## src/rtl/plc_pkg.sv

```systemverilog
`default_nettype none

package plc_pkg;

  localparam int unsigned PageSizeDef  = 64;
  localparam int unsigned AddrWidthDef = 24;

  localparam logic [7:0] FillByte    = 8'hFF;
  localparam logic [1:0] TargetFlash = 2'd0;

  typedef enum logic [2:0] {
    MODE_PING   = 3'd0,
    MODE_TARGET = 3'd1,
    MODE_RESET  = 3'd2,
    MODE_ADDR   = 3'd3,
    MODE_DATA   = 3'd4,
    MODE_FINISH = 3'd5,
    MODE_EXIT   = 3'd6,
    MODE_DEAF   = 3'd7
  } mode_e;

  typedef enum logic [1:0] {
    KIND_PING  = 2'd0,
    KIND_WRITE = 2'd1,
    KIND_LEAVE = 2'd2
  } kind_e;

  // one classified command as handed from front to back
  typedef struct packed {
    logic        wr;
    logic        clear;
    logic        commit;
    logic        reply;
    kind_e       kind;
    logic [7:0]  data;
    logic [15:0] req;
    logic [7:0]  seq;
    logic [15:0] crc;
  } cmd_t;

endpackage

`default_nettype wire

```

## src/rtl/plc_front.sv

```systemverilog
`default_nettype none

module plc_front #(
  parameter int unsigned PAGE_SIZE  = plc_pkg::PageSizeDef,
  parameter int unsigned ADDR_WIDTH = plc_pkg::AddrWidthDef,
  localparam int unsigned IdxW      = $clog2(PAGE_SIZE)
) (
  input  wire logic                  clk_i,
  input  wire logic                  rst_ni,
  input  wire logic                  in_valid_i,
  output logic                       in_stall_o,
  input  wire logic [2:0]            mode_i,
  input  wire logic [7:0]            data_byte_i,
  input  wire logic [1:0]            target_memory_i,
  input  wire logic [23:0]           start_address_i,
  input  wire logic [15:0]           requester_i,
  input  wire logic                  q_full_i,
  output logic                       q_push_o,
  output plc_pkg::cmd_t              q_cmd_o,
  output logic [ADDR_WIDTH-1:0]      q_addr_o,
  output logic [IdxW-1:0]            q_idx_o
);
  import plc_pkg::*;

  localparam logic [IdxW-1:0] LastIdx = IdxW'(PAGE_SIZE - 1);
  localparam logic [ADDR_WIDTH-1:0] PageStep = ADDR_WIDTH'(PAGE_SIZE);

  logic [15:0]           crc_q, crc_d;
  logic [IdxW-1:0]       fill_q, fill_d;
  logic [ADDR_WIDTH-1:0] addr_q, addr_d;
  logic                  silent_q, silent_d;
  logic [1:0]            target_q, target_d;
  logic [7:0]            seq_q, seq_d;
  logic                  accept;
  logic                  push;
  cmd_t                  cmd;
  logic [ADDR_WIDTH+23:0] start_ext;

  function automatic logic [15:0] crc_feed(input logic [15:0] crc_in, input logic [7:0] b);
    logic [15:0] c;
    c = crc_in ^ {8'd0, b};
    for (int k = 0; k < 8; k++) begin
      if (c[0]) begin
        c = (c >> 1) ^ 16'h8408;
      end else begin
        c = c >> 1;
      end
    end
    return c;
  endfunction

  assign in_stall_o = q_full_i;
  assign accept     = in_valid_i && !q_full_i;
  assign start_ext  = {{ADDR_WIDTH{1'b0}}, start_address_i};

  always_comb begin
    crc_d    = crc_q;
    fill_d   = fill_q;
    addr_d   = addr_q;
    silent_d = silent_q;
    target_d = target_q;
    seq_d    = seq_q;
    push     = 1'b0;
    cmd      = '0;
    cmd.kind = KIND_WRITE;
    unique case (mode_e'(mode_i))
      MODE_PING: begin
        if (!silent_q) begin
          seq_d     = seq_q + 8'd1;
          push      = 1'b1;
          cmd.reply = 1'b1;
          cmd.kind  = KIND_PING;
          cmd.req   = requester_i;
          cmd.seq   = seq_q + 8'd1;
          cmd.crc   = crc_q;
        end
      end
      MODE_TARGET: begin
        target_d = target_memory_i;
      end
      MODE_RESET: begin
        push      = 1'b1;
        cmd.clear = 1'b1;
        addr_d    = '0;
        crc_d     = '0;
        fill_d    = '0;
        silent_d  = 1'b0;
      end
      MODE_ADDR: begin
        addr_d = start_ext[ADDR_WIDTH-1:0];
        fill_d = '0;
      end
      MODE_DATA: begin
        crc_d    = crc_feed(crc_q, data_byte_i);
        push     = 1'b1;
        cmd.wr   = 1'b1;
        cmd.data = data_byte_i;
        if (fill_q == LastIdx) begin
          cmd.commit = (target_q == TargetFlash);
          addr_d     = addr_q + PageStep;
          fill_d     = '0;
        end else begin
          fill_d = fill_q + IdxW'(1);
        end
      end
      MODE_FINISH: begin
        push       = (target_q == TargetFlash);
        cmd.commit = 1'b1;
        addr_d     = addr_q + PageStep;
        fill_d     = '0;
      end
      MODE_EXIT: begin
        push      = 1'b1;
        cmd.reply = 1'b1;
        cmd.kind  = KIND_LEAVE;
      end
      MODE_DEAF: begin
        silent_d = 1'b1;
      end
      default: begin
        silent_d = silent_q;
      end
    endcase
  end

  assign q_push_o = accept && push;
  assign q_cmd_o  = cmd;
  assign q_addr_o = addr_q;
  assign q_idx_o  = fill_q;

  always_ff @(posedge clk_i or negedge rst_ni) begin
    if (!rst_ni) begin
      crc_q    <= '0;
      fill_q   <= '0;
      addr_q   <= '0;
      silent_q <= 1'b0;
      target_q <= TargetFlash;
      seq_q    <= '0;
    end else if (accept) begin
      crc_q    <= crc_d;
      fill_q   <= fill_d;
      addr_q   <= addr_d;
      silent_q <= silent_d;
      target_q <= target_d;
      seq_q    <= seq_d;
    end
  end

endmodule

`default_nettype wire

```

## src/rtl/plc_fifo.sv

```systemverilog
`default_nettype none

module plc_fifo #(
  parameter int unsigned WIDTH = 8
) (
  input  wire logic             clk_i,
  input  wire logic             rst_ni,
  input  wire logic             push_i,
  input  wire logic [WIDTH-1:0] push_data_i,
  output logic                  full_o,
  output logic                  valid_o,
  input  wire logic             pop_i,
  output logic [WIDTH-1:0]      pop_data_o
);

  logic [WIDTH-1:0] slot_q [2];
  logic             wptr_q;
  logic             rptr_q;
  logic [1:0]       cnt_q;

  assign full_o     = (cnt_q == 2'd2);
  assign valid_o    = (cnt_q != 2'd0);
  assign pop_data_o = slot_q[rptr_q];

  always_ff @(posedge clk_i) begin
    if (push_i) begin
      slot_q[wptr_q] <= push_data_i;
    end
  end

  always_ff @(posedge clk_i or negedge rst_ni) begin
    if (!rst_ni) begin
      wptr_q <= 1'b0;
      rptr_q <= 1'b0;
      cnt_q  <= 2'd0;
    end else begin
      if (push_i) begin
        wptr_q <= !wptr_q;
      end
      if (pop_i) begin
        rptr_q <= !rptr_q;
      end
      case ({push_i, pop_i})
        2'b10:   cnt_q <= cnt_q + 2'd1;
        2'b01:   cnt_q <= cnt_q - 2'd1;
        default: cnt_q <= cnt_q;
      endcase
    end
  end

endmodule

`default_nettype wire

```

## src/rtl/plc_back.sv

```systemverilog
`default_nettype none

module plc_back #(
  parameter int unsigned PAGE_SIZE  = plc_pkg::PageSizeDef,
  parameter int unsigned ADDR_WIDTH = plc_pkg::AddrWidthDef,
  localparam int unsigned IdxW      = $clog2(PAGE_SIZE)
) (
  input  wire logic                  clk_i,
  input  wire logic                  rst_ni,
  input  wire logic                  q_valid_i,
  input  wire plc_pkg::cmd_t         q_cmd_i,
  input  wire logic [ADDR_WIDTH-1:0] q_addr_i,
  input  wire logic [IdxW-1:0]       q_idx_i,
  output logic                       q_pop_o,
  output logic                       out_valid_o,
  input  wire logic                  out_stall_i,
  output logic [1:0]                 kind_o,
  output logic [23:0]                write_address_o,
  output logic [7:0]                 write_byte_o,
  output logic                       last_o,
  output logic [15:0]                reply_destination_o,
  output logic [7:0]                 reply_sequence_o,
  output logic [15:0]                checksum_o
);
  import plc_pkg::*;

  localparam logic [IdxW-1:0] LastIdx = IdxW'(PAGE_SIZE - 1);

  typedef enum logic {
    ST_IDLE,
    ST_DRAIN
  } state_e;

  state_e                state_q;
  logic [7:0]            mem [PAGE_SIZE];
  logic [7:0]            rdata_q;
  logic [PAGE_SIZE-1:0]  valid_q;
  logic                  fill_q;
  logic [IdxW-1:0]       drain_idx_q;
  logic [ADDR_WIDTH-1:0] drain_addr_q;
  logic                  pend_q;
  logic                  pend_vld_q;
  logic                  pend_last_q;
  logic [ADDR_WIDTH-1:0] pend_addr_q;
  logic [ADDR_WIDTH+23:0] pend_addr_ext;
  logic                  out_valid_q;
  kind_e                 kind_q;
  logic [23:0]           waddr_q;
  logic [7:0]            wbyte_q;
  logic                  last_q;
  logic [15:0]           dest_q;
  logic [7:0]            seq_q;
  logic [15:0]           crc_q;
  logic                  can_load;
  logic                  pop;
  logic                  rd_go;
  logic [7:0]            pend_byte;

  assign can_load = !out_valid_q || !out_stall_i;
  // nothing leaves the queue while a read result still waits for the output register
  assign pop      = (state_q == ST_IDLE) && q_valid_i && !pend_q && (!q_cmd_i.reply || can_load);
  assign rd_go    = (state_q == ST_DRAIN) && (!pend_q || can_load);
  assign q_pop_o  = pop;

  assign pend_addr_ext = {24'd0, pend_addr_q};
  // entries not written since the last clear read as the fill value
  assign pend_byte     = pend_vld_q ? rdata_q : (fill_q ? FillByte : 8'h00);

  always_ff @(posedge clk_i) begin
    if (pop && q_cmd_i.wr) begin
      mem[q_idx_i] <= q_cmd_i.data;
    end
    if (rd_go) begin
      rdata_q <= mem[drain_idx_q];
    end
  end

  always_ff @(posedge clk_i or negedge rst_ni) begin
    if (!rst_ni) begin
      state_q      <= ST_IDLE;
      valid_q      <= '0;
      fill_q       <= 1'b0;
      drain_idx_q  <= '0;
      drain_addr_q <= '0;
      pend_q       <= 1'b0;
      pend_vld_q   <= 1'b0;
      pend_last_q  <= 1'b0;
      pend_addr_q  <= '0;
      out_valid_q  <= 1'b0;
      kind_q       <= KIND_PING;
      waddr_q      <= '0;
      wbyte_q      <= '0;
      last_q       <= 1'b0;
      dest_q       <= '0;
      seq_q        <= '0;
      crc_q        <= '0;
    end else begin
      if (pop) begin
        if (q_cmd_i.clear) begin
          valid_q <= '0;
          fill_q  <= 1'b1;
        end
        if (q_cmd_i.wr) begin
          valid_q[q_idx_i] <= 1'b1;
        end
        if (q_cmd_i.commit) begin
          state_q      <= ST_DRAIN;
          drain_idx_q  <= '0;
          drain_addr_q <= q_addr_i;
        end
      end

      if (pend_q && can_load && !rd_go) begin
        pend_q <= 1'b0;
      end
      if (rd_go) begin
        pend_q       <= 1'b1;
        pend_vld_q   <= valid_q[drain_idx_q];
        pend_last_q  <= (drain_idx_q == LastIdx);
        pend_addr_q  <= drain_addr_q;
        drain_idx_q  <= drain_idx_q + IdxW'(1);
        drain_addr_q <= drain_addr_q + ADDR_WIDTH'(1);
        if (drain_idx_q == LastIdx) begin
          state_q <= ST_IDLE;
        end
      end

      if (pend_q && can_load) begin
        out_valid_q <= 1'b1;
        kind_q      <= KIND_WRITE;
        waddr_q     <= pend_addr_ext[23:0];
        wbyte_q     <= pend_byte;
        last_q      <= pend_last_q;
        dest_q      <= '0;
        seq_q       <= '0;
        crc_q       <= '0;
      end else if (pop && q_cmd_i.reply) begin
        out_valid_q <= 1'b1;
        kind_q      <= q_cmd_i.kind;
        waddr_q     <= '0;
        wbyte_q     <= '0;
        last_q      <= 1'b0;
        dest_q      <= q_cmd_i.req;
        seq_q       <= q_cmd_i.seq;
        crc_q       <= q_cmd_i.crc;
      end else if (!out_stall_i) begin
        out_valid_q <= 1'b0;
      end
    end
  end

  assign out_valid_o         = out_valid_q;
  assign kind_o              = kind_q;
  assign write_address_o     = waddr_q;
  assign write_byte_o        = wbyte_q;
  assign last_o              = last_q;
  assign reply_destination_o = dest_q;
  assign reply_sequence_o    = seq_q;
  assign checksum_o          = crc_q;

endmodule

`default_nettype wire

```

## src/rtl/page_loader_with_crc_core.sv

```systemverilog
`default_nettype none

// channel   direction  handshake                  payload
// command   in         in_valid_i / in_stall_o    mode, data_byte, target_memory,
//                                                 start_address, requester
// result    out        out_valid_o / out_stall_i  kind, write_address, write_byte, last,
//                                                 reply_destination, reply_sequence, checksum
//
// one command per cycle is taken while the two-entry command queue has room.
// a flash page commit drains PAGE_SIZE write results at one per cycle, paced by the single
// read port of the page memory and held by output stall; input stalls once the queue is full.
// reset is asynchronous and clears all control state; the page memory itself has no
// reset, per-entry valid bits make unwritten entries read 0x00 (0xFF after a reset command).
// output stall backs up through the back end into the queue and then the input.

module page_loader_with_crc_core #(
  parameter int unsigned PAGE_SIZE  = plc_pkg::PageSizeDef,
  parameter int unsigned ADDR_WIDTH = plc_pkg::AddrWidthDef
) (
  input  wire logic        clk_i,
  input  wire logic        rst_ni,
  input  wire logic        in_valid_i,
  output logic             in_stall_o,
  input  wire logic [2:0]  mode_i,
  input  wire logic [7:0]  data_byte_i,
  input  wire logic [1:0]  target_memory_i,
  input  wire logic [23:0] start_address_i,
  input  wire logic [15:0] requester_i,
  output logic             out_valid_o,
  input  wire logic        out_stall_i,
  output logic [1:0]       kind_o,
  output logic [23:0]      write_address_o,
  output logic [7:0]       write_byte_o,
  output logic             last_o,
  output logic [15:0]      reply_destination_o,
  output logic [7:0]       reply_sequence_o,
  output logic [15:0]      checksum_o
);
  import plc_pkg::*;

  localparam int unsigned IdxW   = $clog2(PAGE_SIZE);
  localparam int unsigned EntryW = $bits(cmd_t) + ADDR_WIDTH + IdxW;

  logic                  f_push;
  cmd_t                  f_cmd;
  logic [ADDR_WIDTH-1:0] f_addr;
  logic [IdxW-1:0]       f_idx;
  logic                  q_full;
  logic                  q_valid;
  logic                  q_pop;
  logic [EntryW-1:0]     q_data;
  cmd_t                  b_cmd;
  logic [ADDR_WIDTH-1:0] b_addr;
  logic [IdxW-1:0]       b_idx;

  plc_front #(
    .PAGE_SIZE  (PAGE_SIZE),
    .ADDR_WIDTH (ADDR_WIDTH)
  ) u_front (
    .clk_i           (clk_i),
    .rst_ni          (rst_ni),
    .in_valid_i      (in_valid_i),
    .in_stall_o      (in_stall_o),
    .mode_i          (mode_i),
    .data_byte_i     (data_byte_i),
    .target_memory_i (target_memory_i),
    .start_address_i (start_address_i),
    .requester_i     (requester_i),
    .q_full_i        (q_full),
    .q_push_o        (f_push),
    .q_cmd_o         (f_cmd),
    .q_addr_o        (f_addr),
    .q_idx_o         (f_idx)
  );

  plc_fifo #(
    .WIDTH (EntryW)
  ) u_fifo (
    .clk_i       (clk_i),
    .rst_ni      (rst_ni),
    .push_i      (f_push),
    .push_data_i ({f_cmd, f_addr, f_idx}),
    .full_o      (q_full),
    .valid_o     (q_valid),
    .pop_i       (q_pop),
    .pop_data_o  (q_data)
  );

  assign {b_cmd, b_addr, b_idx} = q_data;

  plc_back #(
    .PAGE_SIZE  (PAGE_SIZE),
    .ADDR_WIDTH (ADDR_WIDTH)
  ) u_back (
    .clk_i               (clk_i),
    .rst_ni              (rst_ni),
    .q_valid_i           (q_valid),
    .q_cmd_i             (b_cmd),
    .q_addr_i            (b_addr),
    .q_idx_i             (b_idx),
    .q_pop_o             (q_pop),
    .out_valid_o         (out_valid_o),
    .out_stall_i         (out_stall_i),
    .kind_o              (kind_o),
    .write_address_o     (write_address_o),
    .write_byte_o        (write_byte_o),
    .last_o              (last_o),
    .reply_destination_o (reply_destination_o),
    .reply_sequence_o    (reply_sequence_o),
    .checksum_o          (checksum_o)
  );

endmodule

`default_nettype wire

```

## config.mk

```make
export PLATFORM = sky130hd
export DESIGN_NAME = page_loader_with_crc_core
export DESIGN_NICKNAME = d
export VERILOG_FILES = /design/src/rtl/plc_pkg.sv /design/src/rtl/plc_front.sv /design/src/rtl/plc_fifo.sv /design/src/rtl/plc_back.sv /design/src/rtl/page_loader_with_crc_core.sv
export SDC_FILE = /design/constraint.sdc
export NUM_CORES = 1
export LEC_CHECK = 0
export BUFFER_PORTS_ARGS = -buffer_cell sky130_fd_sc_hd__buf_2
export CAP_MARGIN = 10
export CORE_ASPECT_RATIO = 0.5
export CORE_MARGIN = 2
export CORE_UTILIZATION = 25
export DETAILED_ROUTE_END_ITERATION = 16
export GPL_ROUTABILITY_DRIVEN = 0
export GPL_TIMING_DRIVEN = 0
export SLEW_MARGIN = 20
export SYNTH_ARGS = -nofsm -noshare
export SYNTH_HDL_FRONTEND = slang
export SYNTH_SLANG_ARGS = --single-unit
```

## constraint.sdc

```tcl
create_clock -name clk_i -period 8.6 [get_ports clk_i]
set_input_delay 1.29 -clock clk_i [delete_from_list [all_inputs] [get_ports clk_i]]
set_output_delay 1.29 -clock clk_i [all_outputs]
set_load 0.05 [all_outputs]
```

==> run metrics <==
die height around 280 um; Rows 100; Resized cells post-CTS 0; final hold vios 0; first-pass iteration count of the detailed router 7; boundary pin count approximately 130; largest net degree at the start of global routing 103; share of layout cells above drive strength 1 19.6%; crit path kind reg2reg; EDFF count, synth 688; worst rel slew slack around 25%; status complete, no violations; post-route cell area 44500 um2; Synth Instances roughly 2300; DRC 0; startpoint types flop; hold_ws 0.455 ns; fin crit share between 40 and 50%; Worst-Skew Late Latency approximately 0.67 ns; Fmax 0.280 GHz; final core utilization between 20% and 30%; post-synthesis sequential area ratio between 70 and 80%; DP Wirelength between 60 and 70 mm; clk buf depth 3; # diodes 0; top cells by area, synth edfxtp_1, dfrtp_1, mux4_2; Crit path largest cell delay roughly 0.86 ns; Worst Path Required approximately 9 ns; Final ANT Viol Nets 0; initial cell density of the core roughly a quarter; final setup vio count 0; GRT overflow 0; CP Max Fanout 10; Pins Over Slew Limit 0; critical path arrival 3.97 ns; power density cells approximately 320 nW/um2; post-synthesis cell type count 64; Worst Skew about 0.023 ns; Post-Route Setup TNS 0 ns; DR vias 21400; Peak VDD IR approximately 200 uV; first-pass GRT wire length 141 mm; clock-pin slew on the worst setup and hold paths ~0.060 ns; top-area cell type share of the netlist area between 50 and 60%; WL final approximately 94 mm; hold_buf cts 0; type of the most critical hold path reg2reg; Die X 555 um; Tot Pwr roughly 14 mW; initial DRC count 2030; Synth Flop Type edfxtp_1; Synth warnings 0; synthesized cell area ~38000 um2; vias in the first global route 21700; # Post-CTS Setup Buffers 0; H-tree Lvls 3; worst-margin pin slew 1.12 ns; syn_nets roughly 2400; sequence of cells on the critical path buf_2 > buf_2 > buf_1 > mux4_2 > mux4_2 > a22oi_1 > nand2_1; PortBufs 133; gr usage total 11.9%; WL/cell between 20 and 25 um; async set-or-reset flop fraction in the synthesized netlist between 20% and 30%; Nets ~2600; Avg Vias per Cell 4.62; antenna violations before repair 2; CP endpoint kind flop; MaxCap Viol Count 0; Final min period 3.57 ns; Layout area overhead 17.3%; core footprint about 150000 um2; leading area contributor after synthesis edfxtp_1; Avg Cell Area, Syn between 15 and 20 um2; leakage between 15 and 20 nW; #FFs+latches synth between 900 and 1000; RSZ-0062 raised after global routing false; Clock Root Buffer clkbuf_16; Placed Area around 41000 um2; Slowest cell on crit path buf_1; Clock Sinks about 950; Die Area 155000 um2; CTS tree built; TritonCTS buffer count 94
## metal layers
layer / global-route usage, % / wire length, um
met5: 0 / 0
met4: 4.39 / 3090
met2: 19.4 / 44700
met1: 16.0 / 41400
met3: 1.95 / 5090
## placed cells by master (no fill, tap or decap), drive strengths merged, types with 6 or more instances in the layout
cell	count
edfxtp	688
dfrtp	260
nand2	240
buf	202
clkbuf	178
mux4	169
nor2	121
nand3	107
o21ai	105
mux2i	88
a21o	67
and2	49
a21oi	47
clkinv	41
xnor2	29
nor3	27
inv	21
a22oi	20
mux2	18
xor2	15
and3	15
nand4	12
bufinv	12
nor2b	11
a211oi	10
o22ai	8
o211ai	8
ha	8
a31oi	6
## sequential cells by signal (all words and copies together), names as in the netlist, 16 cells and up
signal and flops:
u_back.write_address_o 24, u_back.reply_destination_o 16, u_back.mem 512, u_front.q_addr_o 24
u_back.drain_addr_q 24, u_front.crc_q 16, u_back.checksum_o 16, u_fifo.slot_q 168
u_back.valid_q 64, u_back.pend_addr_q 24
## worst max-delay path: cells and delay by family, from the launching register on
family / cells / cell delay (ns)
AO/OA/AOI/OAI: 1 / 0.36
multiplexers: 2 / 0.91
AND/OR/NAND/NOR: 1 / 0.16
flip-flops: 1 / 0.34
buffers and inverters: 3 / 1.52
## final cells by class
class / instances / area (um2)
Clock buffer: 113 / 2470
Clock inverter: 62 / 711
Timing Repair Buffer: 140 / 823
Inverter: 17 / 63.8
Buffer: 127 / 609
Fill cell: 14700 / 105000
Tap cell: 1989 / 2490
Multi-Input combinational cell: 1240 / 10200
Sequential cell: 948 / 27200
## final timing paths
kind	end	depth (start not counted)	from	slack, ns
worst max-delay path	u_back.rdata_q[5]	7	u_back.drain_idx_q[1]	5.03
worst min-delay path	u_back.fill_q	1	u_back.fill_q	0.46
worst max register to register	u_back.rdata_q[5]	7	u_back.drain_idx_q[1]	5.03
worst min register to register	u_back.fill_q	1	u_back.fill_q	0.46
max in group asynchronous	u_back.pend_addr_q[16]	3	rst_ni	6.60
min in group asynchronous	u_back.reply_destination_o[10]	1	rst_ni	0.57
## cell usage after synthesis (6+ instances only)
cell type	instances
a211oi_1	9
ha_1	8
nor2_1	120
o21ai_0	101
dfrtp_1	260
a21oi_1	47
a21o_1	67
a31oi_1	6
buf_4	7
nand3_1	107
edfxtp_1	688
nand2_1	240
xnor2_1	29
mux2_2	18
inv_1	17
clkbuf_1	63
nor2b_1	11
o22ai_1	8
mux2i_1	88
xor2_1	15
and3_1	15
o211ai_1	8
buf_1	24
nand4_1	12
a22oi_1	20
buf_6	10
buf_2	22
mux4_2	169
nor3_1	26
and2_1	48
## report_power, final
part	internal [mW]	switching (mW)
Combinational	1.48	2.61
Sequential	5.77	0.373
Clock	2.43	1.78
## metrics by stage
stage,worst slack (ns),cells
after floorplan,2.77,2332
after global placement,0.377,4454
after CTS,5.01,4636
after detailed placement,4.63,4461
after global routing,4.98,4636
final,5.03,4636
## cells by family (layout without fill, tap and decap cells)
family                     count (synthesis)  count (layout)  synth area share [%]
adders and majority gates                  8               8                 0.264
xor gates and xnor gates                  44              44                  1.02
AOI/OAI and AO/OA                        313             313                  5.29
buffers and inverters                    144             459                  1.77
DFF                                      948             948                  71.6
and+or+nand+nor                          600             600                  7.14
muxes                                    275             275                  12.9
Note: power is estimated with default switching activity, not from simulation.
